==> config.mk <==
export PLATFORM = sky130hd
export DESIGN_NAME = polybius_square_cipher
export DESIGN_NICKNAME = d
export VERILOG_FILES = /design/src/rtl/psc_pkg.sv /design/src/rtl/psc_front.sv /design/src/rtl/psc_queue.sv /design/src/rtl/psc_back.sv /design/src/rtl/polybius_square_cipher.sv
export SDC_FILE = /design/constraint.sdc
export NUM_CORES = 1
export LEC_CHECK = 0
export ABC_AREA = 0
export BUFFER_PORTS_ARGS = -buffer_cell sky130_fd_sc_hd__buf_2
export CAP_MARGIN = 20
export CORE_MARGIN = 4
export CORE_UTILIZATION = 54
export DETAILED_ROUTE_END_ITERATION = 12
export PLACE_DENSITY = 0.69
export SYNTH_ARGS = -nofsm -noshare
export SYNTH_HDL_FRONTEND = slang
export SYNTH_HIERARCHICAL = 1
export SYNTH_SLANG_ARGS = --single-unit
export TNS_END_PERCENT = 20
==> constraint.sdc <==
create_clock -name clk -period 9.88 [get_ports clk]
set_input_delay 0.494 -clock clk [delete_from_list [all_inputs] [get_ports clk]]
set_output_delay 0.494 -clock clk [all_outputs]
set_load 0.03 [all_outputs]
==> src/rtl/psc_pkg.sv <==
// ----------------------------------------------------------------------------
// Polybius square cipher package
// Shared constants, queue entry and status types, and the character helpers
// used by the front classifier and the back execution unit.
// ----------------------------------------------------------------------------
package psc_pkg;

  // Square geometry and field widths.
  localparam int GRID_SIDE  = 6;
  localparam int CELL_COUNT = GRID_SIDE * GRID_SIDE;
  localparam int SYM_W      = $clog2(CELL_COUNT);
  localparam int DIG_W      = $clog2(GRID_SIDE);
  localparam int CHAR_W     = 8;
  localparam int CMD_W      = 2;
  localparam int LETTERS    = 26;

  // Command codes on the input channel.
  localparam logic [CMD_W-1:0] CMD_KEY     = 2'd0;
  localparam logic [CMD_W-1:0] CMD_END_KEY = 2'd1;
  localparam logic [CMD_W-1:0] CMD_MSG     = 2'd2;

  // ASCII codes.
  localparam logic [CHAR_W-1:0] ASCII_A     = 8'h41;
  localparam logic [CHAR_W-1:0] ASCII_Z     = 8'h5A;
  localparam logic [CHAR_W-1:0] ASCII_0     = 8'h30;
  localparam logic [CHAR_W-1:0] ASCII_9     = 8'h39;
  localparam logic [CHAR_W-1:0] ASCII_SPACE = 8'h20;
  localparam logic [CHAR_W-1:0] ASCII_TAB   = 8'h09;
  localparam logic [CHAR_W-1:0] ASCII_CR    = 8'h0D;

  // Operations handed from the front to the back.
  typedef enum logic [2:0] {
    OP_KEY,
    OP_FILL,
    OP_BLANK,
    OP_ENC,
    OP_DEC
  } op_t;

  // One queue entry. For OP_KEY and OP_ENC arg is the symbol, for OP_DEC the
  // low bits hold the digit, and for OP_BLANK bit 0 asks to drop a pending digit.
  typedef struct packed {
    op_t              op;
    logic [SYM_W-1:0] arg;
  } qent_t;

  // Status of the back unit, watched at the top level.
  typedef struct packed {
    logic fill_busy;
    logic pend_valid;
  } back_stat_t;

  // True for A-Z and 0-9.
  function automatic logic is_symbol(input logic [CHAR_W-1:0] ch);
    return ((ch >= ASCII_A) && (ch <= ASCII_Z)) || ((ch >= ASCII_0) && (ch <= ASCII_9));
  endfunction

  // Symbol index of a byte that is_symbol accepts.
  function automatic logic [SYM_W-1:0] symbol_of(input logic [CHAR_W-1:0] ch);
    logic [CHAR_W-1:0] t;
    if (ch >= ASCII_A) begin
      t = ch - ASCII_A;
    end else begin
      t = ch - ASCII_0 + CHAR_W'(LETTERS);
    end
    return t[SYM_W-1:0];
  endfunction

  // Grid character of a symbol index.
  function automatic logic [CHAR_W-1:0] char_of(input logic [SYM_W-1:0] sym);
    logic [CHAR_W-1:0] wide;
    wide = {{(CHAR_W-SYM_W){1'b0}}, sym};
    if (wide < CHAR_W'(LETTERS)) begin
      return ASCII_A + wide;
    end
    return ASCII_0 + wide - CHAR_W'(LETTERS);
  endfunction

  // Space, tab, newline, vertical tab, form feed and carriage return.
  function automatic logic is_blank(input logic [CHAR_W-1:0] ch);
    return (ch == ASCII_SPACE) || ((ch >= ASCII_TAB) && (ch <= ASCII_CR));
  endfunction

  // Row of a cell index, found by comparing against row starts.
  function automatic logic [DIG_W-1:0] row_of(input logic [SYM_W-1:0] pos);
    logic [DIG_W-1:0] r;
    r = '0;
    for (int k = 1; k < GRID_SIDE; k++) begin
      if (pos >= SYM_W'(k * GRID_SIDE)) r = DIG_W'(k);
    end
    return r;
  endfunction

  // Column of a cell index.
  function automatic logic [DIG_W-1:0] col_of(input logic [SYM_W-1:0] pos);
    logic [SYM_W-1:0] base;
    logic [SYM_W-1:0] diff;
    base = SYM_W'(row_of(pos) * GRID_SIDE);
    diff = pos - base;
    return diff[DIG_W-1:0];
  endfunction

  // Cell index of a row and column.
  function automatic logic [SYM_W-1:0] cell_of(input logic [DIG_W-1:0] row,
                                               input logic [DIG_W-1:0] col);
    return SYM_W'(row * GRID_SIDE) + {{(SYM_W-DIG_W){1'b0}}, col};
  endfunction

endpackage

==> src/rtl/psc_front.sv <==
// ----------------------------------------------------------------------------
// Polybius square front classifier
// Accepts input requests, sorts them into key, fill, blank, encrypt and
// decrypt operations and pushes them to the queue. Requests whose command or
// character is of no use are accepted and dropped here.
// ----------------------------------------------------------------------------
module psc_front (
  input  logic                          in_valid,
  output logic                          in_ready,
  input  logic [psc_pkg::CMD_W-1:0]     in_command,
  input  logic [psc_pkg::CHAR_W-1:0]    in_char,
  input  logic                          encrypt_mode,
  input  logic                          q_full,
  output logic                          q_push,
  output psc_pkg::qent_t                q_data
);

  logic keep;
  logic sym_ok;
  logic dig_ok;

  // A request is taken whenever the queue has room.
  assign in_ready = !q_full;

  assign sym_ok = psc_pkg::is_symbol(in_char);
  assign dig_ok = (in_char >= psc_pkg::ASCII_0) &&
                  (in_char <  psc_pkg::ASCII_0 + psc_pkg::CHAR_W'(psc_pkg::GRID_SIDE));

  // Classify the request.
  always_comb begin
    keep        = 1'b0;
    q_data.op   = psc_pkg::OP_KEY;
    q_data.arg  = psc_pkg::symbol_of(in_char);
    case (in_command)
      psc_pkg::CMD_KEY: begin
        keep = sym_ok;
      end
      psc_pkg::CMD_END_KEY: begin
        keep      = 1'b1;
        q_data.op = psc_pkg::OP_FILL;
      end
      psc_pkg::CMD_MSG: begin
        if (psc_pkg::is_blank(in_char)) begin
          // Bit 0 tells the back to drop a pending digit in decrypt mode.
          keep       = 1'b1;
          q_data.op  = psc_pkg::OP_BLANK;
          q_data.arg = {{(psc_pkg::SYM_W-1){1'b0}}, !encrypt_mode};
        end else if (encrypt_mode) begin
          keep      = sym_ok;
          q_data.op = psc_pkg::OP_ENC;
        end else begin
          keep       = dig_ok;
          q_data.op  = psc_pkg::OP_DEC;
          q_data.arg = {{(psc_pkg::SYM_W-psc_pkg::DIG_W){1'b0}},
                        in_char[psc_pkg::DIG_W-1:0]};
        end
      end
      default: begin
        keep = 1'b0;
      end
    endcase
  end

  assign q_push = in_valid && in_ready && keep;

endmodule

==> src/rtl/psc_queue.sv <==
// ----------------------------------------------------------------------------
// Polybius square operation queue
// Two-entry first-in first-out buffer between the front classifier and the
// back execution unit.
// ----------------------------------------------------------------------------
module psc_queue (
  input  logic            clk,
  input  logic            rst_n,
  input  logic            push,
  input  psc_pkg::qent_t  push_data,
  input  logic            pop,
  output psc_pkg::qent_t  head,
  output logic            empty,
  output logic            full
);

  psc_pkg::qent_t ent_r [2];
  logic           wr_ptr_r;
  logic           wr_ptr_nxt;
  logic           rd_ptr_r;
  logic           rd_ptr_nxt;
  logic [1:0]     count_r;
  logic [1:0]     count_nxt;

  assign empty = (count_r == 2'd0);
  assign full  = (count_r == 2'd2);
  assign head  = ent_r[rd_ptr_r];

  // Pointer and occupancy update.
  always_comb begin
    wr_ptr_nxt = push ? !wr_ptr_r : wr_ptr_r;
    rd_ptr_nxt = pop  ? !rd_ptr_r : rd_ptr_r;
    count_nxt  = count_r;
    if (push && !pop) begin
      count_nxt = count_r + 2'd1;
    end else if (pop && !push) begin
      count_nxt = count_r - 2'd1;
    end
  end

  always_ff @(posedge clk) begin
    if (!rst_n) begin
      wr_ptr_r <= 1'b0;
      rd_ptr_r <= 1'b0;
      count_r  <= 2'd0;
    end else begin
      wr_ptr_r <= wr_ptr_nxt;
      rd_ptr_r <= rd_ptr_nxt;
      count_r  <= count_nxt;
    end
  end

  // Entry storage needs no reset.
  always_ff @(posedge clk) begin
    if (push) begin
      ent_r[wr_ptr_r] <= push_data;
    end
  end

endmodule

==> src/rtl/psc_back.sv <==
// ----------------------------------------------------------------------------
// Polybius square back execution unit
// Owns the square and symbol position memories, the used map, the fill
// counter and the pending decrypt digit, and drives the result register.
// ----------------------------------------------------------------------------
module psc_back (
  input  logic                          clk,
  input  logic                          rst_n,
  input  psc_pkg::qent_t                head,
  input  logic                          q_empty,
  output logic                          pop,
  output logic                          out_valid,
  input  logic                          out_ready,
  output logic [psc_pkg::CHAR_W-1:0]    out_char,
  output logic                          out_last,
  output psc_pkg::back_stat_t           stat
);

  localparam int SW = psc_pkg::SYM_W;
  localparam int DW = psc_pkg::DIG_W;

  typedef enum logic [2:0] {
    ST_IDLE,
    ST_FILL,
    ST_ENC_HI,
    ST_ENC_LO,
    ST_DEC
  } state_t;

  state_t                         state_r, state_nxt;
  logic [psc_pkg::CELL_COUNT-1:0] used_r, used_nxt;
  logic [SW:0]                    fill_r, fill_nxt;
  logic [SW-1:0]                  cnt_r, cnt_nxt;
  logic [DW-1:0]                  pend_digit_r, pend_digit_nxt;
  logic                           pend_valid_r, pend_valid_nxt;
  logic                           out_valid_r, out_valid_nxt;
  logic [psc_pkg::CHAR_W-1:0]     out_char_r, out_char_nxt;
  logic                           out_last_r, out_last_nxt;

  // Memories: cell to symbol and symbol to cell.
  logic [SW-1:0] grid_mem [psc_pkg::CELL_COUNT];
  logic [SW-1:0] pos_mem  [psc_pkg::CELL_COUNT];
  logic [SW-1:0] grid_rd_r;
  logic [SW-1:0] pos_rd_r;
  logic          grid_rd_en;
  logic [SW-1:0] grid_rd_addr;
  logic          pos_rd_en;
  logic [SW-1:0] pos_rd_addr;

  logic          place_try;
  logic [SW-1:0] place_sym;
  logic          place_we;
  logic          slot_free;
  logic          load;
  logic [psc_pkg::CHAR_W-1:0] load_char;
  logic          load_last;

  assign slot_free = !out_valid_r || out_ready;

  // Placement of a symbol in the next free cell.
  assign place_we = place_try && !used_r[place_sym] &&
                    (fill_r != (SW+1)'(psc_pkg::CELL_COUNT));

  // Operation sequencing.
  always_comb begin
    state_nxt      = state_r;
    cnt_nxt        = cnt_r;
    pend_digit_nxt = pend_digit_r;
    pend_valid_nxt = pend_valid_r;
    pop            = 1'b0;
    place_try      = 1'b0;
    place_sym      = head.arg;
    grid_rd_en     = 1'b0;
    grid_rd_addr   = psc_pkg::cell_of(pend_digit_r, head.arg[DW-1:0]);
    pos_rd_en      = 1'b0;
    pos_rd_addr    = head.arg;
    load           = 1'b0;
    load_char      = psc_pkg::ASCII_SPACE;
    load_last      = 1'b1;
    case (state_r)
      ST_IDLE: begin
        if (!q_empty) begin
          case (head.op)
            psc_pkg::OP_KEY: begin
              pop       = 1'b1;
              place_try = 1'b1;
            end
            psc_pkg::OP_FILL: begin
              pop       = 1'b1;
              cnt_nxt   = '0;
              state_nxt = ST_FILL;
            end
            psc_pkg::OP_BLANK: begin
              if (slot_free) begin
                pop  = 1'b1;
                load = 1'b1;
                if (head.arg[0]) begin
                  pend_valid_nxt = 1'b0;
                  pend_digit_nxt = '0;
                end
              end
            end
            psc_pkg::OP_ENC: begin
              pop       = 1'b1;
              pos_rd_en = 1'b1;
              state_nxt = ST_ENC_HI;
            end
            psc_pkg::OP_DEC: begin
              pop = 1'b1;
              if (!pend_valid_r) begin
                pend_digit_nxt = head.arg[DW-1:0];
                pend_valid_nxt = 1'b1;
              end else begin
                grid_rd_en     = 1'b1;
                pend_valid_nxt = 1'b0;
                pend_digit_nxt = '0;
                state_nxt      = ST_DEC;
              end
            end
            default: begin
              pop = 1'b1;
            end
          endcase
        end
      end
      ST_FILL: begin
        // One symbol of the alphabet is checked each cycle.
        place_try = 1'b1;
        place_sym = cnt_r;
        if (cnt_r == SW'(psc_pkg::CELL_COUNT - 1)) begin
          pend_valid_nxt = 1'b0;
          pend_digit_nxt = '0;
          state_nxt      = ST_IDLE;
        end else begin
          cnt_nxt = cnt_r + SW'(1);
        end
      end
      ST_ENC_HI: begin
        if (slot_free) begin
          load      = 1'b1;
          load_char = psc_pkg::ASCII_0 + {{(psc_pkg::CHAR_W-DW){1'b0}},
                                          psc_pkg::row_of(pos_rd_r)};
          load_last = 1'b0;
          state_nxt = ST_ENC_LO;
        end
      end
      ST_ENC_LO: begin
        if (slot_free) begin
          load      = 1'b1;
          load_char = psc_pkg::ASCII_0 + {{(psc_pkg::CHAR_W-DW){1'b0}},
                                          psc_pkg::col_of(pos_rd_r)};
          state_nxt = ST_IDLE;
        end
      end
      ST_DEC: begin
        if (slot_free) begin
          load      = 1'b1;
          load_char = psc_pkg::char_of(grid_rd_r);
          state_nxt = ST_IDLE;
        end
      end
      default: begin
        state_nxt = ST_IDLE;
      end
    endcase
  end

  // Used map and fill count; the end of a fill starts a fresh square.
  always_comb begin
    used_nxt = used_r;
    fill_nxt = fill_r;
    if (place_we) begin
      used_nxt[place_sym] = 1'b1;
      fill_nxt            = fill_r + (SW+1)'(1);
    end
    if ((state_r == ST_FILL) && (cnt_r == SW'(psc_pkg::CELL_COUNT - 1))) begin
      used_nxt = '0;
      fill_nxt = '0;
    end
  end

  // Result register.
  always_comb begin
    out_valid_nxt = out_valid_r && !out_ready;
    out_char_nxt  = out_char_r;
    out_last_nxt  = out_last_r;
    if (load) begin
      out_valid_nxt = 1'b1;
      out_char_nxt  = load_char;
      out_last_nxt  = load_last;
    end
  end

  always_ff @(posedge clk) begin
    if (!rst_n) begin
      state_r      <= ST_IDLE;
      used_r       <= '0;
      fill_r       <= '0;
      cnt_r        <= '0;
      pend_digit_r <= '0;
      pend_valid_r <= 1'b0;
      out_valid_r  <= 1'b0;
    end else begin
      state_r      <= state_nxt;
      used_r       <= used_nxt;
      fill_r       <= fill_nxt;
      cnt_r        <= cnt_nxt;
      pend_digit_r <= pend_digit_nxt;
      pend_valid_r <= pend_valid_nxt;
      out_valid_r  <= out_valid_nxt;
    end
    out_char_r <= out_char_nxt;
    out_last_r <= out_last_nxt;
  end

  // Square and position memories with registered reads.
  always_ff @(posedge clk) begin
    if (place_we) begin
      grid_mem[fill_r[SW-1:0]] <= place_sym;
      pos_mem[place_sym]       <= fill_r[SW-1:0];
    end
    if (grid_rd_en) begin
      grid_rd_r <= grid_mem[grid_rd_addr];
    end
    if (pos_rd_en) begin
      pos_rd_r <= pos_mem[pos_rd_addr];
    end
  end

  assign out_valid       = out_valid_r;
  assign out_char        = out_char_r;
  assign out_last        = out_last_r;
  assign stat.fill_busy  = (state_r == ST_FILL);
  assign stat.pend_valid = pend_valid_r;

endmodule

==> src/rtl/polybius_square_cipher.sv <==
// ----------------------------------------------------------------------------
// Keyed 6x6 Polybius square cipher
// Builds a keyed square from streamed key characters, completes it on end of
// key, then encrypts characters to row/column digits or decrypts digit pairs.
// ----------------------------------------------------------------------------
// A request passes through the queue and the back unit into the result
// register; encrypt and decrypt results also pass a registered memory read.
// The execution unit takes one queue entry at a time and finishes it before
// popping the next; an end of key runs a fill that walks the 36 symbols one
// per cycle.
// Reset clears the used map, fill count, pending digit, queue and result;
// encrypt_mode resets to 1. The square memories hold no reset value.
module polybius_square_cipher (
  input  logic                          clk,
  input  logic                          rst_n,
  input  logic                          in_valid,
  output logic                          in_ready,
  input  logic [psc_pkg::CMD_W-1:0]     in_command,
  input  logic [psc_pkg::CHAR_W-1:0]    in_char,
  output logic                          out_valid,
  input  logic                          out_ready,
  output logic [psc_pkg::CHAR_W-1:0]    out_char,
  output logic                          out_last,
  input  logic                          cfg_valid,
  output logic                          cfg_ready,
  input  logic                          cfg_encrypt_mode
);

  logic                mode_r;
  logic                q_push;
  psc_pkg::qent_t      q_data;
  psc_pkg::qent_t      q_head;
  logic                q_pop;
  logic                q_empty;
  logic                q_full;
  psc_pkg::back_stat_t stat;

  // Mode register; writes are always taken.
  assign cfg_ready = 1'b1;

  always_ff @(posedge clk) begin
    if (!rst_n) begin
      mode_r <= 1'b1;
    end else if (cfg_valid && cfg_ready) begin
      mode_r <= cfg_encrypt_mode;
    end
  end

  psc_front u_front (
    .in_valid     (in_valid),
    .in_ready     (in_ready),
    .in_command   (in_command),
    .in_char      (in_char),
    .encrypt_mode (mode_r),
    .q_full       (q_full),
    .q_push       (q_push),
    .q_data       (q_data)
  );

  psc_queue u_queue (
    .clk       (clk),
    .rst_n     (rst_n),
    .push      (q_push),
    .push_data (q_data),
    .pop       (q_pop),
    .head      (q_head),
    .empty     (q_empty),
    .full      (q_full)
  );

  psc_back u_back (
    .clk       (clk),
    .rst_n     (rst_n),
    .head      (q_head),
    .q_empty   (q_empty),
    .pop       (q_pop),
    .out_valid (out_valid),
    .out_ready (out_ready),
    .out_char  (out_char),
    .out_last  (out_last),
    .stat      (stat)
  );

  // No result is produced while the fill sweep runs.
  a_no_result_in_fill: assert property (@(posedge clk) disable iff (!rst_n)
    $rose(out_valid) |-> !$past(stat.fill_busy))
    else $error("result loaded during grid fill");

  // The second digit of a pair follows the first without a gap.
  a_pair_follows: assert property (@(posedge clk) disable iff (!rst_n)
    out_valid && out_ready && !out_last |=> out_valid)
    else $error("second digit missing after first digit");

  // Finishing the fill leaves no pending decrypt digit.
  a_fill_clears_pending: assert property (@(posedge clk) disable iff (!rst_n)
    $fell(stat.fill_busy) |-> !stat.pend_valid)
    else $error("pending digit survived end of key");

  // The queue is never popped while empty.
  a_no_pop_empty: assert property (@(posedge clk) disable iff (!rst_n)
    q_pop |-> !q_empty)
    else $error("queue popped while empty");

endmodule

==> results.md <==
- The flow ran to the end, and the final reports show no timing, DRC or antenna violations.
- The clock reaches the later pin of the worst-skew pair after 0.60 ns.
- The hold violation count in the final report is 0.
- The layout cell share with drive strength beyond 1 is 0.226.
- The maximum clock path buffer count is 3.
- The nature of the critical path startpoint is a flop.
- The post-route non-filler standard cell count is 1,975.
- The count of inserted antenna diode cells is 0.
- The depth of the worst hold-timing path is 3.
- The min-delay analysis places its worst path in the category in2reg.
- The final max-slew violation count was 0.
- At the worst endpoint, the required time is 10.08 ns.
- The final critical-path required period is 5.89 ns.
- Entering global routing, the biggest net connects 80 pins.
- The critical path start-end classification is reg2reg.
- Across all register-to-register paths, the minimum setup slack is 3.99 ns.
- Pin placement for this block handled 28 I/O pins.
- At the worst endpoint, the arrival time is 6.09 ns.
- The remaining antenna violation count is 0.
- The power density over the cells is 233 mW/mm2.
- The number of clock sinks is 534.
- Port buffering added 26 buffers.
- In this run the cell area measured after placement is 0.0235 mm2.
- The final route contains 12,900 vias.
- The area of the core is 0.0419 mm2.
- The final non-filler cell area is 0.0253 mm2.
- The CTS tree is yes.
- The clock root buffer is sky130_fd_sc_hd__clkbuf_16.
- The initial core utilization is 0.545.
- The depth of the worst register-to-register path is 8.
- Clock-pin slew was measured on the worst setup and hold paths at 0.06 ns.
- The wire length after detailed routing is 51,400 um.
- The congestion estimate from routability-driven global placement came to 0.897.
- The total setup buffers inserted after CTS is 0.
- The cell repeated most along the worst path is sky130_fd_sc_hd__nor4_1.
- The number of buffers and inverters on the critical path is 1.
- The total congestion overflow after global routing is 0.
- The critical path goes through mux2_2 > buf_4 > a21o_2 > mux4_1 > o2111a_1 > nor4_1 > nand2_4 > nor4_1.
- The slowest stage of the critical path is the sky130_fd_sc_hd__nor4_1 cell.
- The launch instance of the worst min-delay path is cfg_encrypt_mode.
- The final-report setup violation count is 0.
- After synthesis, the mean cell area works out to 16.8 um2.
- The kind of cell with the highest combined delay along the critical path is simple AND/OR/NAND/NOR gates.
- The initial antenna violation count is 0.
- The number of nets in the synthesized netlist is 1,398.
- Setup repair after global routing left no endpoint under its margin.
- The worst vdd rail ir drop is 0.123 mV.
- The tool flagged a number of max-cap violations equal to 0.
- Once placement completed, the tool counted placed cells totaling 1,860.
- The actual transition at the worst max-transition pin is 1.08 ns.
- The worst-case hold path end point is mode_r.
- Based on the critical path, the design can be clocked at up to 170 MHz.
- The warning count from the yosys run is 6.
- The die extent in y is 214 um.
- The worst clock skew is 0.0267 ns.
- The standard-cell row count is 75.
- The post-layout utilization of the core is 0.606.
- In the finished design, the share of the clock period the worst path needs comes to 0.596.
- The iteration count of the initial detailed-routing pass is 5.
- The worst-path maximum fanout is 68.
- The completed layout was analyzed and its total power is 5.90 mW.
- The net count of the finished layout is 1,434.
- The number of global-route vias before repair is 12,500.
- The number of hold buffers added after CTS was 0.
- For this run, the total global-route usage over all layers was measured as 0.228.
- The relative max-transition margin is 0.274.
- The final-layout fill cell count is 2,996.
- For this run, design rule violations remaining after detail routing come to 0.
- Summed over all failing endpoints, the final setup total negative slack is 0 ns.
- The cell leakage power is 7.76 nW.
- The first global-routing pass estimated 78,700 um of wire.
- The number of instances in the synthesized netlist is 1,357.
- Detailed placement ended at an HPWL of 31,700 um.
- The die is 214 um wide.
- Once the clock tree was built, the resizer swapped 0 gates to a different size.
- The H-tree was split into 2 levels.
- The capture instance of the worst register-to-register path is u_back/grid_mem[16][1].
- In this design, the stage delay of the slowest critical-path cell is 1.11 ns.
- The worst setup path is captured at a flop.
- The synthesis-to-layout area growth is 11.1%.
- Dividing the detail-routed wire length by the instance count gives 26.0 um.
- The average vias per placed instance is 6.54.
- The floorplan step defined a die boundary enclosing 0.0456 mm2.
- The number of buffers added by the clock tree synthesis step is 53.
- The synthesized netlist occupies a cell area of 0.0228 mm2.
- After the first detailed-routing iteration, the DRC count stood at 1,489.
-- through the flow --
step                      setup slack (ns)  hold WS, ns
after floorplan                       5.54        0.441
after global placement                4.14        0.458
after detailed placement              3.82        0.462
after CTS                             3.84        0.110
after global routing                  3.56        0.145
final                                 3.99        0.128
-- worst max-delay path by stage --
| stage | start | endpoint | cells past startpoint | slack, ns |
|---|---|---|---|---|
| global placement | flop | u_back/grid_mem[1][0] | 8 | 4.14 |
| finish | flop | u_back/grid_mem[16][1] | 8 | 3.99 |
| global route | flop | u_back/grid_mem[16][5] | 8 | 3.56 |
| floorplan | flop | u_back/grid_mem[10][0] | 12 | 5.54 |
| CTS | flop | u_back/grid_mem[0][3] | 8 | 3.84 |
| detailed placement | flop | u_back/grid_mem[0][5] | 8 | 3.82 |
-- per-layer routing --
layer | vias up | track usage | part of all wire
met1 | 6621 | 0.346 | 0.43
li1 | 5608 | - | -
met2 | 600 | 0.352 | 0.47
met3 | 78 | 0.0423 | 0.079
met4 | 0 | 0.0545 | 0.021
met5 | - | 0 | 0
-- state kept, by name, indices dropped and copies added (netlist names), 2 cells and up, named ones only --
register	cells
u_back/pos_rd_r	6
u_back/used_r	36
u_back/pend_digit_r	3
u_back/pos_mem	216
u_queue/ent_r	18
u_back/cnt_r	6
u_back/grid_rd_r	6
u_back/out_char	8
u_back/grid_mem	216
u_queue/count_r	2
u_back/fill_r	7
u_back/state_r	3
-- cell type report --
type / count / area (um2) / area share
flip-flops and latches: 534 / 15400 / 0.608
clock inverters: 34 / 318 / 0.0125
clock buffers: 64 / 1470 / 0.0581
multi-input cells: 702 / 6940 / 0.274
inverters: 35 / 131 / 0.00518
repair buffers: 67 / 398 / 0.0157
well taps: 539 / 674 / 0.0266
-- where the power goes --
part	internal, mW	switching, mW
sequential	2.62	0.0377
clock	1.19	0.839
combinational	0.419	0.793
total	4.23	1.67
-- placed cells by master, fill, tap and decap left out, drive strengths merged, types with 27 or more instances in the layout --
master    n
clkbuf   79
edfxtp  471
inv      39
a21oi    43
o21ai    39
mux2i    29
mux4    134
nor3     50
nor2     46
nor4     27
nand2    55
buf      52
dfxtp    63
a32o     36
-- tightest hold or removal path, cell delays in order --
cell and delay [ns]:
sky130_fd_sc_hd__buf_2 0.08, sky130_fd_sc_hd__mux2i_1 0.06, sky130_fd_sc_hd__nand2_1 0.06
No activity file was read; power rests on OpenSTA's default activity.
